$ cat src/hw/rtl/bsr_pkg.sv
// ----------------------------------------------------------------------------
// bsr_pkg
// Shared types and command codes for the bitmap shape rasterizer.
// ----------------------------------------------------------------------------
package bsr_pkg;

   // bitmap size; coordinate ports are 6 and 5 bits wide
   localparam int MAX_WIDTH  = 64;
   localparam int MAX_HEIGHT = 32;

   typedef enum logic [2:0] {
      OP_CLEAR_ALL = 3'd0,
      OP_CLEAR_REG = 3'd1,
      OP_LINE      = 3'd2,
      OP_RECT      = 3'd3,
      OP_CIRCLE    = 3'd4,
      OP_READ      = 3'd5
   } opcode_type;

   localparam logic CSR_FIELD_WIDTH  = 1'b0;
   localparam logic CSR_FIELD_HEIGHT = 1'b1;

   localparam logic [6:0] FIELD_WIDTH_RESET  = 7'd35;
   localparam logic [5:0] FIELD_HEIGHT_RESET = 6'd25;

endpackage

$ cat src/hw/rtl/bsr_ram.sv
// ----------------------------------------------------------------------------
// bsr_ram
// Generic single-port-write, single-port-read RAM with registered read data.
// ----------------------------------------------------------------------------
module bsr_ram #(
   parameter int WIDTH = 1,
   parameter int DEPTH = 2048
) (
   input  logic                     clock,
   input  logic                     wr_en,
   input  logic [$clog2(DEPTH)-1:0] wr_addr,
   input  logic [WIDTH-1:0]         wr_data,
   input  logic [$clog2(DEPTH)-1:0] rd_addr,
   output logic [WIDTH-1:0]         rd_data
);

   logic [WIDTH-1:0] mem_ff [DEPTH];

   always_ff @(posedge clock) begin
      if (wr_en) begin
         mem_ff[wr_addr] <= wr_data;
      end
      rd_data <= mem_ff[rd_addr];
   end

endmodule

$ cat src/hw/rtl/bitmap_shape_rasterizer.sv
// ----------------------------------------------------------------------------
// bitmap_shape_rasterizer
// One-bit bitmap with clear, region clear, line, rectangle, circle and read.
// ----------------------------------------------------------------------------
// One request at a time. The bitmap lives in a RAM that writes one cell per
// cycle, so the time a request takes is set by the cells it sweeps. A clear
// or region clear walks its N cells; a circle, its (2r)*(2r) bounding square;
// a line, one setup step, then per cell a bit-serial divide and a write; a
// rectangle, one line per row, each row with its own setup step; a read
// passes ST_READ and ST_READ2; a rejected or empty command goes straight to
// ST_DONE. After reset a clearing pass over the whole RAM runs before the
// first request is taken. The result waits in an output register, and the
// next request is taken the cycle after the result is accepted.
module bitmap_shape_rasterizer
   import bsr_pkg::*;
(
   input  logic       clock,
   input  logic       reset,
   input  logic       req_valid,
   output logic       req_stall,
   input  logic [2:0] req_opcode,
   input  logic [5:0] req_first_x,
   input  logic [4:0] req_first_y,
   input  logic [5:0] req_second_x,
   input  logic [4:0] req_second_y,
   input  logic [5:0] req_circle_radius,
   output logic       rsp_valid,
   input  logic       rsp_stall,
   output logic       rsp_status,
   output logic       rsp_cell_value,
   input  logic       csr_write,
   input  logic       csr_index,
   input  logic [6:0] csr_data
);

   localparam int XW    = $clog2(MAX_WIDTH);
   localparam int YW    = $clog2(MAX_HEIGHT);
   localparam int AW    = XW + YW;
   localparam int DEPTH = MAX_WIDTH * MAX_HEIGHT;

   typedef enum logic [3:0] {
      ST_WIPE, ST_IDLE, ST_SWEEP, ST_LSET, ST_LDIV, ST_LPUT, ST_READ, ST_READ2,
      ST_DONE
   } state_type;

   // sweep kinds share one x/y walker
   typedef enum logic [1:0] {SW_CLEAR, SW_CIRCLE} sweep_type;

   state_type   state_ff;
   sweep_type   sweep_ff;
   logic [6:0]  fw_ff;
   logic [5:0]  fh_ff;
   logic [6:0]  w_eff;
   logic [5:0]  h_eff;

   // sweep walker (wide enough for coordinates and bounds)
   logic [6:0]  x_ff, y_ff, xlo_ff, xhi_ff, yhi_ff;
   logic [6:0]  cx_ff, cy_ff;
   logic [11:0] rr_ff;

   // line engine
   logic [6:0]  lx0_ff, ly0_ff, lx1_ff, ly1_ff;
   logic [6:0]  a_ff, a1_ff, d_ff, b0_ff, k_ff;
   logic        steep_ff, bneg_ff;
   logic [6:0]  db_ff;
   logic        rect_ff;
   logic [6:0]  rrow_ff, rrowend_ff;
   logic [14:0] num_ff, den_ff, quo_ff, rem_ff;
   logic [3:0]  dcnt_ff;

   logic        busy_rsp_ff;
   logic        st_ff;
   logic        val_ff;

   logic          ram_we;
   logic [AW-1:0] ram_wa, ram_ra;
   logic          ram_wd, ram_rd;

   bsr_ram #(.WIDTH(1), .DEPTH(DEPTH)) u_ram (
      .clock  (clock),
      .wr_en  (ram_we),
      .wr_addr(ram_wa),
      .wr_data(ram_wd),
      .rd_addr(ram_ra),
      .rd_data(ram_rd)
   );

   // effective field size
   always_comb begin
      w_eff = (fw_ff > 7'(MAX_WIDTH)) ? 7'(MAX_WIDTH) : fw_ff;
      h_eff = ({1'b0, fh_ff} > 7'(MAX_HEIGHT)) ? 6'(MAX_HEIGHT) : fh_ff;
   end

   function automatic logic [AW-1:0] addr_of(input logic [6:0] x, input logic [6:0] y);
      addr_of = {y[YW-1:0], x[XW-1:0]};
   endfunction

   // request decode
   logic       acc;
   logic [6:0] ix0, iy0, ix1, iy1, ir;
   logic       all_in, circ_ok;
   always_comb begin
      ix0 = 7'(req_first_x);
      iy0 = 7'(req_first_y);
      ix1 = 7'(req_second_x);
      iy1 = 7'(req_second_y);
      ir  = 7'(req_circle_radius);
      all_in = ix0 < w_eff && ix1 < w_eff && iy0 < 7'(h_eff) && iy1 < 7'(h_eff);
      circ_ok = ix0 < w_eff && iy0 < 7'(h_eff) && ix0 >= ir && iy0 >= ir
                && (ix0 + ir) <= w_eff && (iy0 + ir) <= 7'(h_eff);
   end
   assign req_stall = (state_ff != ST_IDLE) || busy_rsp_ff;
   assign acc       = req_valid && !req_stall;

   // circle test for current sweep cell, on absolute offsets
   logic [6:0]  ddx, ddy;
   logic [12:0] dist_sq;
   always_comb begin
      ddx     = (cx_ff >= x_ff) ? cx_ff - x_ff : x_ff - cx_ff;
      ddy     = (cy_ff >= y_ff) ? cy_ff - y_ff : y_ff - cy_ff;
      dist_sq = 13'({6'd0, ddx} * {6'd0, ddx}) + 13'({6'd0, ddy} * {6'd0, ddy});
   end

   // line minor coordinate: quotient of the divider
   logic [6:0] minor;
   assign minor = 7'(quo_ff);

   // RAM ports
   always_comb begin
      ram_we = 1'b0;
      ram_wa = addr_of(x_ff, y_ff);
      ram_wd = 1'b0;
      ram_ra = addr_of(cx_ff, cy_ff);
      unique case (state_ff)
         ST_WIPE:  ram_we = 1'b1;
         ST_SWEEP: begin
            if (sweep_ff == SW_CLEAR) begin
               ram_we = 1'b1;
            end else begin
               ram_we = {6'd0, dist_sq} < {7'd0, rr_ff} ? 1'b1 : 1'b0;
               ram_wd = 1'b1;
            end
         end
         ST_LPUT: begin
            ram_we = 1'b1;
            ram_wd = 1'b1;
            ram_wa = steep_ff ? addr_of(minor, a_ff) : addr_of(a_ff, minor);
         end
         default: ;
      endcase
   end

   always_ff @(posedge clock) begin
      if (reset) begin
         state_ff    <= ST_WIPE;
         fw_ff       <= FIELD_WIDTH_RESET;
         fh_ff       <= FIELD_HEIGHT_RESET;
         busy_rsp_ff <= 1'b0;
         x_ff        <= '0;
         y_ff        <= '0;
      end else begin
         // configuration
         if (csr_write) begin
            if (csr_index == CSR_FIELD_WIDTH) fw_ff <= csr_data;
            else                              fh_ff <= csr_data[5:0];
         end
         if (busy_rsp_ff && !rsp_stall) busy_rsp_ff <= 1'b0;

         unique case (state_ff)
            // reset clearing pass over the whole RAM
            ST_WIPE: begin
               if (x_ff == 7'(MAX_WIDTH - 1)) begin
                  x_ff <= '0;
                  if (y_ff == 7'(MAX_HEIGHT - 1)) state_ff <= ST_IDLE;
                  else y_ff <= y_ff + 7'd1;
               end else begin
                  x_ff <= x_ff + 7'd1;
               end
            end
            ST_IDLE: begin
               if (acc) begin
                  st_ff    <= 1'b0;
                  val_ff   <= 1'b0;
                  cx_ff    <= ix0;
                  cy_ff    <= iy0;
                  rect_ff  <= 1'b0;
                  state_ff <= ST_DONE;
                  case (req_opcode)
                     OP_CLEAR_ALL: begin
                        sweep_ff <= SW_CLEAR;
                        xlo_ff <= '0; x_ff <= '0; y_ff <= '0;
                        xhi_ff <= w_eff - 7'd1; yhi_ff <= 7'(h_eff) - 7'd1;
                        if (w_eff != 0 && h_eff != 0) state_ff <= ST_SWEEP;
                     end
                     OP_CLEAR_REG: begin
                        if (!all_in) st_ff <= 1'b1;
                        else begin
                           sweep_ff <= SW_CLEAR;
                           xlo_ff <= (ix0 < ix1) ? ix0 : ix1;
                           x_ff   <= (ix0 < ix1) ? ix0 : ix1;
                           xhi_ff <= (ix0 < ix1) ? ix1 : ix0;
                           y_ff   <= (iy0 < iy1) ? iy0 : iy1;
                           yhi_ff <= (iy0 < iy1) ? iy1 : iy0;
                           state_ff <= ST_SWEEP;
                        end
                     end
                     OP_LINE: begin
                        if (!all_in) st_ff <= 1'b1;
                        else begin
                           lx0_ff <= ix0; ly0_ff <= iy0;
                           lx1_ff <= ix1; ly1_ff <= iy1;
                           state_ff <= ST_LSET;
                        end
                     end
                     OP_RECT: begin
                        if (!all_in) st_ff <= 1'b1;
                        else begin
                           rect_ff <= 1'b1;
                           if (iy1 < iy0) begin
                              lx0_ff <= ix1; lx1_ff <= ix0;
                              rrow_ff <= iy1; rrowend_ff <= iy0;
                              ly0_ff <= iy1; ly1_ff <= iy1;
                           end else begin
                              lx0_ff <= ix0; lx1_ff <= ix1;
                              rrow_ff <= iy0; rrowend_ff <= iy1;
                              ly0_ff <= iy0; ly1_ff <= iy0;
                           end
                           if (iy0 != iy1) state_ff <= ST_LSET;
                        end
                     end
                     OP_CIRCLE: begin
                        if (!circ_ok) st_ff <= 1'b1;
                        else if (ir != 0) begin
                           sweep_ff <= SW_CIRCLE;
                           rr_ff  <= 12'({5'd0, ir} * {5'd0, ir});
                           xlo_ff <= ix0 - ir; x_ff <= ix0 - ir;
                           xhi_ff <= ix0 + ir - 7'd1;
                           y_ff   <= iy0 - ir; yhi_ff <= iy0 + ir - 7'd1;
                           state_ff <= ST_SWEEP;
                        end
                     end
                     OP_READ: begin
                        if (ix0 < w_eff && iy0 < 7'(h_eff)) state_ff <= ST_READ;
                        else st_ff <= 1'b1;
                     end
                     default: st_ff <= 1'b1;
                  endcase
               end
            end
            // rectangular walk, one cell per cycle
            ST_SWEEP: begin
               if (x_ff == xhi_ff) begin
                  x_ff <= xlo_ff;
                  if (y_ff == yhi_ff) state_ff <= ST_DONE;
                  else y_ff <= y_ff + 7'd1;
               end else begin
                  x_ff <= x_ff + 7'd1;
               end
            end
            // line setup: axis choice and endpoint order
            ST_LSET: begin : lset
               logic [6:0] dx, dy, a0, a1, b0, b1;
               logic       stp;
               dx  = (lx0_ff > lx1_ff) ? lx0_ff - lx1_ff : lx1_ff - lx0_ff;
               dy  = (ly0_ff > ly1_ff) ? ly0_ff - ly1_ff : ly1_ff - ly0_ff;
               stp = dx < dy;
               a0 = stp ? ly0_ff : lx0_ff; b0 = stp ? lx0_ff : ly0_ff;
               a1 = stp ? ly1_ff : lx1_ff; b1 = stp ? lx1_ff : ly1_ff;
               if (a0 > a1) begin
                  a_ff <= a1; a1_ff <= a0; b0_ff <= b1; d_ff <= a0 - a1;
                  bneg_ff <= b0 < b1; db_ff <= (b0 < b1) ? b1 - b0 : b0 - b1;
               end else begin
                  a_ff <= a0; a1_ff <= a1; b0_ff <= b0; d_ff <= a1 - a0;
                  bneg_ff <= b1 < b0; db_ff <= (b1 < b0) ? b0 - b1 : b1 - b0;
               end
               steep_ff <= stp;
               k_ff     <= '0;
               // degenerate line: the divider still yields b0 via d forced to 1
               state_ff <= ST_LDIV;
               dcnt_ff  <= 4'd0;
            end
            // restoring divide: (2*(b0*d +- db*k) + d) / (2d), one bit a cycle
            ST_LDIV: begin : ldiv
               logic [14:0] n, dd, rm;
               logic [14:0] qv;
               if (dcnt_ff == 4'd0) begin
                  dd = (d_ff == 0) ? 15'd2 : {7'd0, d_ff, 1'b0};
                  n  = (d_ff == 0) ? {7'd0, b0_ff, 1'b0} + 15'd1
                       : 15'(2 * (bneg_ff ? (b0_ff * d_ff - db_ff * k_ff)
                                          : (b0_ff * d_ff + db_ff * k_ff)))
                         + 15'(d_ff);
                  num_ff  <= n;
                  den_ff  <= dd;
                  rem_ff  <= '0;
                  quo_ff  <= '0;
                  dcnt_ff <= 4'd1;
               end else begin
                  rm = {rem_ff[13:0], num_ff[14]};
                  qv = {quo_ff[13:0], 1'b0};
                  if (rm >= den_ff) begin
                     rm = rm - den_ff;
                     qv[0] = 1'b1;
                  end
                  rem_ff <= rm;
                  quo_ff <= qv;
                  num_ff <= {num_ff[13:0], 1'b0};
                  if (dcnt_ff == 4'd15) state_ff <= ST_LPUT;
                  else dcnt_ff <= dcnt_ff + 4'd1;
               end
            end
            // write one line cell, advance major axis or next rectangle row
            ST_LPUT: begin
               if (a_ff == a1_ff) begin
                  if (rect_ff && (rrow_ff + 7'd1) != rrowend_ff) begin
                     rrow_ff <= rrow_ff + 7'd1;
                     ly0_ff  <= rrow_ff + 7'd1;
                     ly1_ff  <= rrow_ff + 7'd1;
                     state_ff <= ST_LSET;
                  end else begin
                     state_ff <= ST_DONE;
                  end
               end else begin
                  a_ff <= a_ff + 7'd1;
                  k_ff <= k_ff + 7'd1;
                  dcnt_ff <= 4'd0;
                  state_ff <= ST_LDIV;
               end
            end
            ST_READ:  state_ff <= ST_READ2;
            ST_READ2: begin
               val_ff   <= ram_rd;
               state_ff <= ST_DONE;
            end
            ST_DONE: begin
               busy_rsp_ff <= 1'b1;
               state_ff    <= ST_IDLE;
            end
            default: state_ff <= ST_IDLE;
         endcase
      end
   end

   assign rsp_valid      = busy_rsp_ff;
   assign rsp_status     = st_ff;
   assign rsp_cell_value = val_ff;

endmodule

$ cat config.mk
export PLATFORM = sky130hd
export DESIGN_NAME = bitmap_shape_rasterizer
export DESIGN_NICKNAME = d
export VERILOG_FILES = /design/src/hw/rtl/bsr_pkg.sv /design/src/hw/rtl/bsr_ram.sv /design/src/hw/rtl/bitmap_shape_rasterizer.sv
export SDC_FILE = /design/constraint.sdc
export NUM_CORES = 2
export LEC_CHECK = 0
export BUFFER_PORTS_ARGS = -buffer_cell sky130_fd_sc_hd__buf_2
export CORE_MARGIN = 5
export CORE_UTILIZATION = 38
export CTS_BUF_LIST = sky130_fd_sc_hd__clkbuf_8
export CTS_CLUSTER_SIZE = 24
export DETAILED_ROUTE_END_ITERATION = 7
export SLEW_MARGIN = 20
export SYNTH_ARGS = -nofsm -noshare
export SYNTH_HDL_FRONTEND = slang
export SYNTH_SLANG_ARGS = --single-unit
$ cat constraint.sdc
create_clock -name clock -period 50.7 [get_ports clock]
set_input_delay 7.605 -clock clock [delete_from_list [all_inputs] [get_ports clock]]
set_output_delay 7.605 -clock clock [all_outputs]
set_load 0.005 [all_outputs]
# After elaboration in Yosys (flattened, before gate mapping)
# Memory sizes are Yosys's and may differ from the RTL's. A register that Yosys moved wholly into a read port is not among the register bits.
# Cells that the tools add are included.
# classes
addsub,32
n_lt_le_gt_ge,23
n_eq_ne,49
n_mul,5
bitwise,2
mux,126
n_reduce_logical,51
# ops
cell,n
7-bit two-way mux,51
7-bit case mux with 2 select lines,9
7-bit case mux with 3 select lines,6
4-bit two-way mux,20
7-bit subtractor,8
2-bit != test (second input constant),18
7-bit by 1-bit adder with 7-bit output (second input constant),5
4-bit case mux with 8 select lines,1
15-bit two-way mux,2
6-bit two-way mux,5
7-bit by 7-bit multiplier with 14-bit output,2
14-bit two-way mux,2
14-bit subtractor,2
7-bit by 7-bit multiplier with 13-bit output,2
4-bit case mux with 6 select lines,1
11-bit two-way mux,2
7-bit == test,3
7-bit greater-than comparator,3
7-bit < comparator,3
7-bit AND reduction,3
7-bit by 1-bit subtractor with 7-bit output (second input constant),3
5-bit two-way mux,4
3-bit != test (second input constant),6
6-bit AND reduction,3
other kinds (69),124
# word_totals
out_inout_bits,4
word_cells,325
mem_bits_rw,2048
input_bits,44
regBits,213
mem_count,1
# mem_list
name,words,word_bits,read_ports,rd_ports_with_merged_regs,write_ports,line_no,source
u_ram.mem_ff,2048,1,1,1,1,bsr_ram.sv:17,logic [WIDTH-1:0] mem_ff [DEPTH];

# Logic depth before layout (Yosys ltp)
# logic_depth
word_depth,12
depth_mapped,47
ltp_nobuf,38

# Modules after synthesis
# Synthesis repeated with hierarchy kept, for this count alone.
# unflattened
cells_unflattened,8834
area_unflattened_um2,112497.9
# by_module_without_submodules
mod,n_inst,seq_area_each_um2,area_per_inst_um2,cells_each
bsr_ram,1,61519.0,89345.7,6243
bitmap_shape_rasterizer,1,5835.6,23152.2,2591

# Worst setup path after synthesis
# OpenSTA, ideal clock, no wires.
# synth_path
path_kind,register -> register
start,reg state_ff[1]
end,"mem u_ram.mem_ff[0], data pin"
slack_ns,20.858
path_stages_with_launch,6
setup_ns,5.157
t_arrival_ns,24.685
synth_period_minus_slack_ns,29.842
path_cell_list,dfxtp_1 clkbuf_1 nand2b_1 nor3_1 nand2_1 nand2_1
# synth_between
elab_chain_cells,2
elab_cells_between_ends,3
cone_classes,2 x eq/ne; 1 x mux
# synth_rtl
item,line_no,source
start: declaration,bitmap_shape_rasterizer.sv:49,state_type state_ff;
start signal: assignment,bitmap_shape_rasterizer.sv:155,state_ff <= ST_WIPE;
start signal: assignment,bitmap_shape_rasterizer.sv:174,if (y_ff == 7'(MAX_HEIGHT - 1)) state_ff <= ST_IDLE;
start signal: assignment,bitmap_shape_rasterizer.sv:187,state_ff <= ST_DONE;
4-bit by 3-bit == test with 1-bit output / 4-bit by 2-bit == test with 1-bit output (equally long branches),bitmap_shape_rasterizer.sv:134,unique case (state_ff)
1-bit case mux with 2 select lines (*),bitmap_shape_rasterizer.sv:134,
named net ram_wd,bitmap_shape_rasterizer.sv:77,"logic ram_wd, ram_rd;"
end: declaration,bsr_ram.sv:17,
# Mark *: on every way through the listed nets, which the timed path passes. The rest lies on a longest branch.

# Worst setup path in the final report
# layout_path
start,reg cx_ff[0]
end,"mem u_ram.mem_ff[884], enable pin"
# layout_between
elab_chain_cells,10
elab_cells_between_ends,12
cone_classes,3 x add/sub; 1 x mul; 2 x order compare; 6 x mux
# layout_rtl
item,line_no,source
start: declaration,bitmap_shape_rasterizer.sv:58,"logic [6:0] cx_ff, cy_ff;"
start signal: assignment,bitmap_shape_rasterizer.sv:184,cx_ff <= ix0;
7-bit by 6-bit subtractor with 7-bit output (tied with other cells),bitmap_shape_rasterizer.sv:119,ddx = (cx_ff >= x_ff) ? cx_ff - x_ff : x_ff - cx_ff;
7-bit two-way mux (*),bitmap_shape_rasterizer.sv:119,
7-bit by 7-bit multiplier with 13-bit output (*),bitmap_shape_rasterizer.sv:121,"dist_sq = 13'({6'd0, ddx} * {6'd0, ddx}) + 13'({6'd0, ddy} * {6'd0, ddy});"
13-bit adder (*),bitmap_shape_rasterizer.sv:121,
13-bit by 12-bit < comparator with 1-bit output (*),bitmap_shape_rasterizer.sv:140,"ram_we = {6'd0, dist_sq} < {7'd0, rr_ff} ? 1'b1 : 1'b0;"
1-bit two-way mux (*),bitmap_shape_rasterizer.sv:140,
1-bit two-way mux (*),bitmap_shape_rasterizer.sv:137,if (sweep_ff == SW_CLEAR) begin
1-bit case mux with 2 select lines (*),bitmap_shape_rasterizer.sv:134,
1-bit two-way mux (*),bsr_ram.sv:20,if (wr_en) begin
1-bit two-way mux (implied by the code) (*),bsr_ram.sv:21,mem_ff[wr_addr] <= wr_data;
# Mark *: on every way between the ends. The rest lies on a longest branch, timed or not.

==> impl_metrics.tcl <==
set metrics [dict create \
    wl_per_cell_um 23.9 \
    min_period_over_period 0.264 \
    drt_pass1_iterations 6 \
    cts.sinks 2254 \
    wl_um 302000 \
    slew_headroom 0.186 \
    cts_tree "built" \
    cp_slowest_cell "buf_4" \
    use_met1 0.244 \
    max_freq_mhz 74.8 \
    ys_ff_latch 2254 \
    grt.busiest_layer "met2" \
    max_stage_delay_ps 960 \
    synth-edff-count 2221 \
    mostFrequentLayoutCell "edfxtp_1" \
    startpoint_type "flop" \
    syn_avg_cell_area_um2 13.3 \
    grt_pass1_vias 78600 \
    fp-row-count 203 \
    place_area_um2 119000 \
    holdWs_ps 476 \
    power.density_nw_per_um2 38.2 \
    finalCriticalPeriod_ps 13370 \
    grt_overflow 0 \
    ir_drop_mv 0.0782 \
    grt_max_degree 287 \
    drive_gt1_frac 0.150 \
    p_clk_frac 0.309 \
    route.detailed.drc 0 \
    yosysSeqAreaShare 0.577 \
    register_area_um2 67400 \
    die_area_um2 318000 \
    core_area_um2 306000 \
    antenna_found_initial 7 \
    place.gp.congestion 0.843 \
    p_sw_frac 0.339 \
    grt_setup_unrepaired "no" \
    power.leakage_uw 0.0390 \
    cts_buffer_depth 4 \
    fin_setup_tns_ps 0 \
    critPathTopFamily "buffers and inverters" \
    seqPwrFrac 0.428 \
    dp_hpwl_um 160000 \
    fin_nets 8717 \
    port_buffers 47 \
    postCtsResizedCells 0 \
    fin_skew_ps 96.6 \
    ys.warnings.count 0 \
    grt_usage 0.184 \
    antenna_left 0 \
    grt_pass1_wl_um 468000 \
    nFillCells 28300 \
    htreeDepth 5 \
    die_h_um 564 \
    cp.arrival_ps 14070 \
    met2_usage 0.311 \
    async_flop_share 0 \
    finish.instance_area_um2 126000 \
    maxSlewViolCount 0 \
    via_per_inst 6.14 \
    syn_inst 8803 \
    multi_input_area_um2 44000 \
    insertion_delay_ps 1010 \
    combinationalPowerShare 0.263 \
    grt_use_met3 0.0274 \
    min_path_type "flop to flop" \
    area_delta_synth_final_pct 8.06 \
    vias 77600 \
    crit_required_ps 51400 \
    synth_nets 9273 \
    ys.flop_type "edfxtp_1" \
    path_class "flop to flop" \
    hold_viol_final 0 \
    p_int_uw 3180 \
    end_kind "flop" \
    cts_setup_buffers 0 \
    ys_types 75 \
    io_pins 48 \
    initial_core_util 0.382 \
    worst_pin_slew_ps 1220 \
    synth_area_um2 117000 \
    outcome "finished clean" \
    setup_viol 0 \
    path_clk_slew_ps 60 \
    fin_util 0.412 \
    netSwitchingPower_uw 1630 \
    path_max_fanout 93 \
    final_cell_mix "edfxtp_1 (2221), nor4_1 (2060), mux4_2 (512), inv_1 (467), clkbuf_8 (394)" \
    drtIter0Drc 7573 \
    clockRootBuffer "clkbuf_8" \
    cts_buffers 384 \
    die_w_um 564 \
    cap_violations 0 \
    cp_num_buf_inv 11 \
    hold_buffers 0 \
]
## cell usage after synthesis (all sizes together), types with 18 or more instances
cell type	count	share of area
nor2	240	0.0077
mux4	512	0.099
o22ai	59	0.0032
nand2b	29	0.0016
inv	328	0.011
buf	174	0.0073
xnor2	125	0.0094
dfxtp	33	0.0057
o21bai	18	0.0012
nand2	314	0.010
a21o	53	0.0034
mux2	20	0.0019
a21oi	213	0.0091
nor4	2060	0.11
edfxtp	2221	0.57
fa	123	0.021
a22oi	85	0.0055
nand3	47	0.0020
nor2b	41	0.0022
ha	303	0.032
o21a	21	0.0014
mux2i	97	0.0083
nor3	67	0.0031
o21ai	126	0.0054
a221oi	94	0.0071
clkbuf	970	0.031
a211oi	27	0.0017
and2	66	0.0035
xor2	58	0.0044
a22o	87	0.0065
## registers in the layout (all words and copies together), names as in the netlist, 11 cells and up
name / count
u_ram.mem_ff: 2048
num_ff: 15
rr_ff: 11
rem_ff: 14
## path summary, 6_finish.rpt
path | depth (start not counted) | to | startpoint | slack [ps]
max | 43 | u_ram.mem_ff[884]$_DFFE_PP_ | cx_ff[0]$_DFFE_PP_ | 37330
min | 2 | fh_ff[1]$_SDFFE_PP0P_ | fh_ff[1]$_SDFFE_PP0P_ | 480
max reg2reg | 43 | u_ram.mem_ff[884]$_DFFE_PP_ | cx_ff[0]$_DFFE_PP_ | 37330
min reg2reg | 2 | fh_ff[1]$_SDFFE_PP0P_ | fh_ff[1]$_SDFFE_PP0P_ | 480
## worst register-to-register path: cells and delay by family (launching register included)
kind                     cells  cell delay (ps)
AO/OA/AOI/OAI               11             2060
XOR/XNOR                     2              530
adder cells (fa/ha/maj)      9             3900
buffers and inverters       11             4520
flip-flops                   1              400
AND/OR/NAND/NOR             10             1780
## per-stage QoR
step	power, uW	worst slack (ps)	instances
after detailed placement	3360	37520	12000
after global routing	5070	36570	12600
after CTS	4860	37490	12600
after global placement	3350	37500	12000
after floorplan	3100	20860	8803
final	4820	37330	12600
## routing by layer
layer	wire [um]	vias up	share of wire
met4	9150	2	0.030
met2	148000	2648	0.49
met3	19400	507	0.064
met5	13	-	0.000043
li1	-	34500	-
met1	125000	40000	0.41
## layout make-up
class	count	area share
clock buffer	394	0.0430
timing repair buffer	202	0.0131
antenna	3	0.0000595
multi-input combinational	5076	0.349
tap	4100	0.0407
clock inverter	274	0.0105
inverter	329	0.00979
sequential	2254	0.534
## cells by family after synthesis
logic type,count (synthesis),share of synthesized area
AO/OA/AOI/OAI,890,0.0520
XOR/XNOR,183,0.0137
adder cells (fa/ha/maj),426,0.0536
buffers and inverters,1473,0.0491
flip-flops,2254,0.577
multiplexers,629,0.109
AND/OR/NAND/NOR,2948,0.145
## power groups by stage
stage / clock [uW] / sequential, uW / combinational [uW]
after floorplan: 0 / 2190 / 916
after global placement: 0 / 2100 / 1250
after detailed placement: 0 / 2100 / 1260
after CTS: 1520 / 2060 / 1270
after global routing: 1610 / 2060 / 1400
final: 1490 / 2060 / 1270
Power figures use the tool's default switching activity.
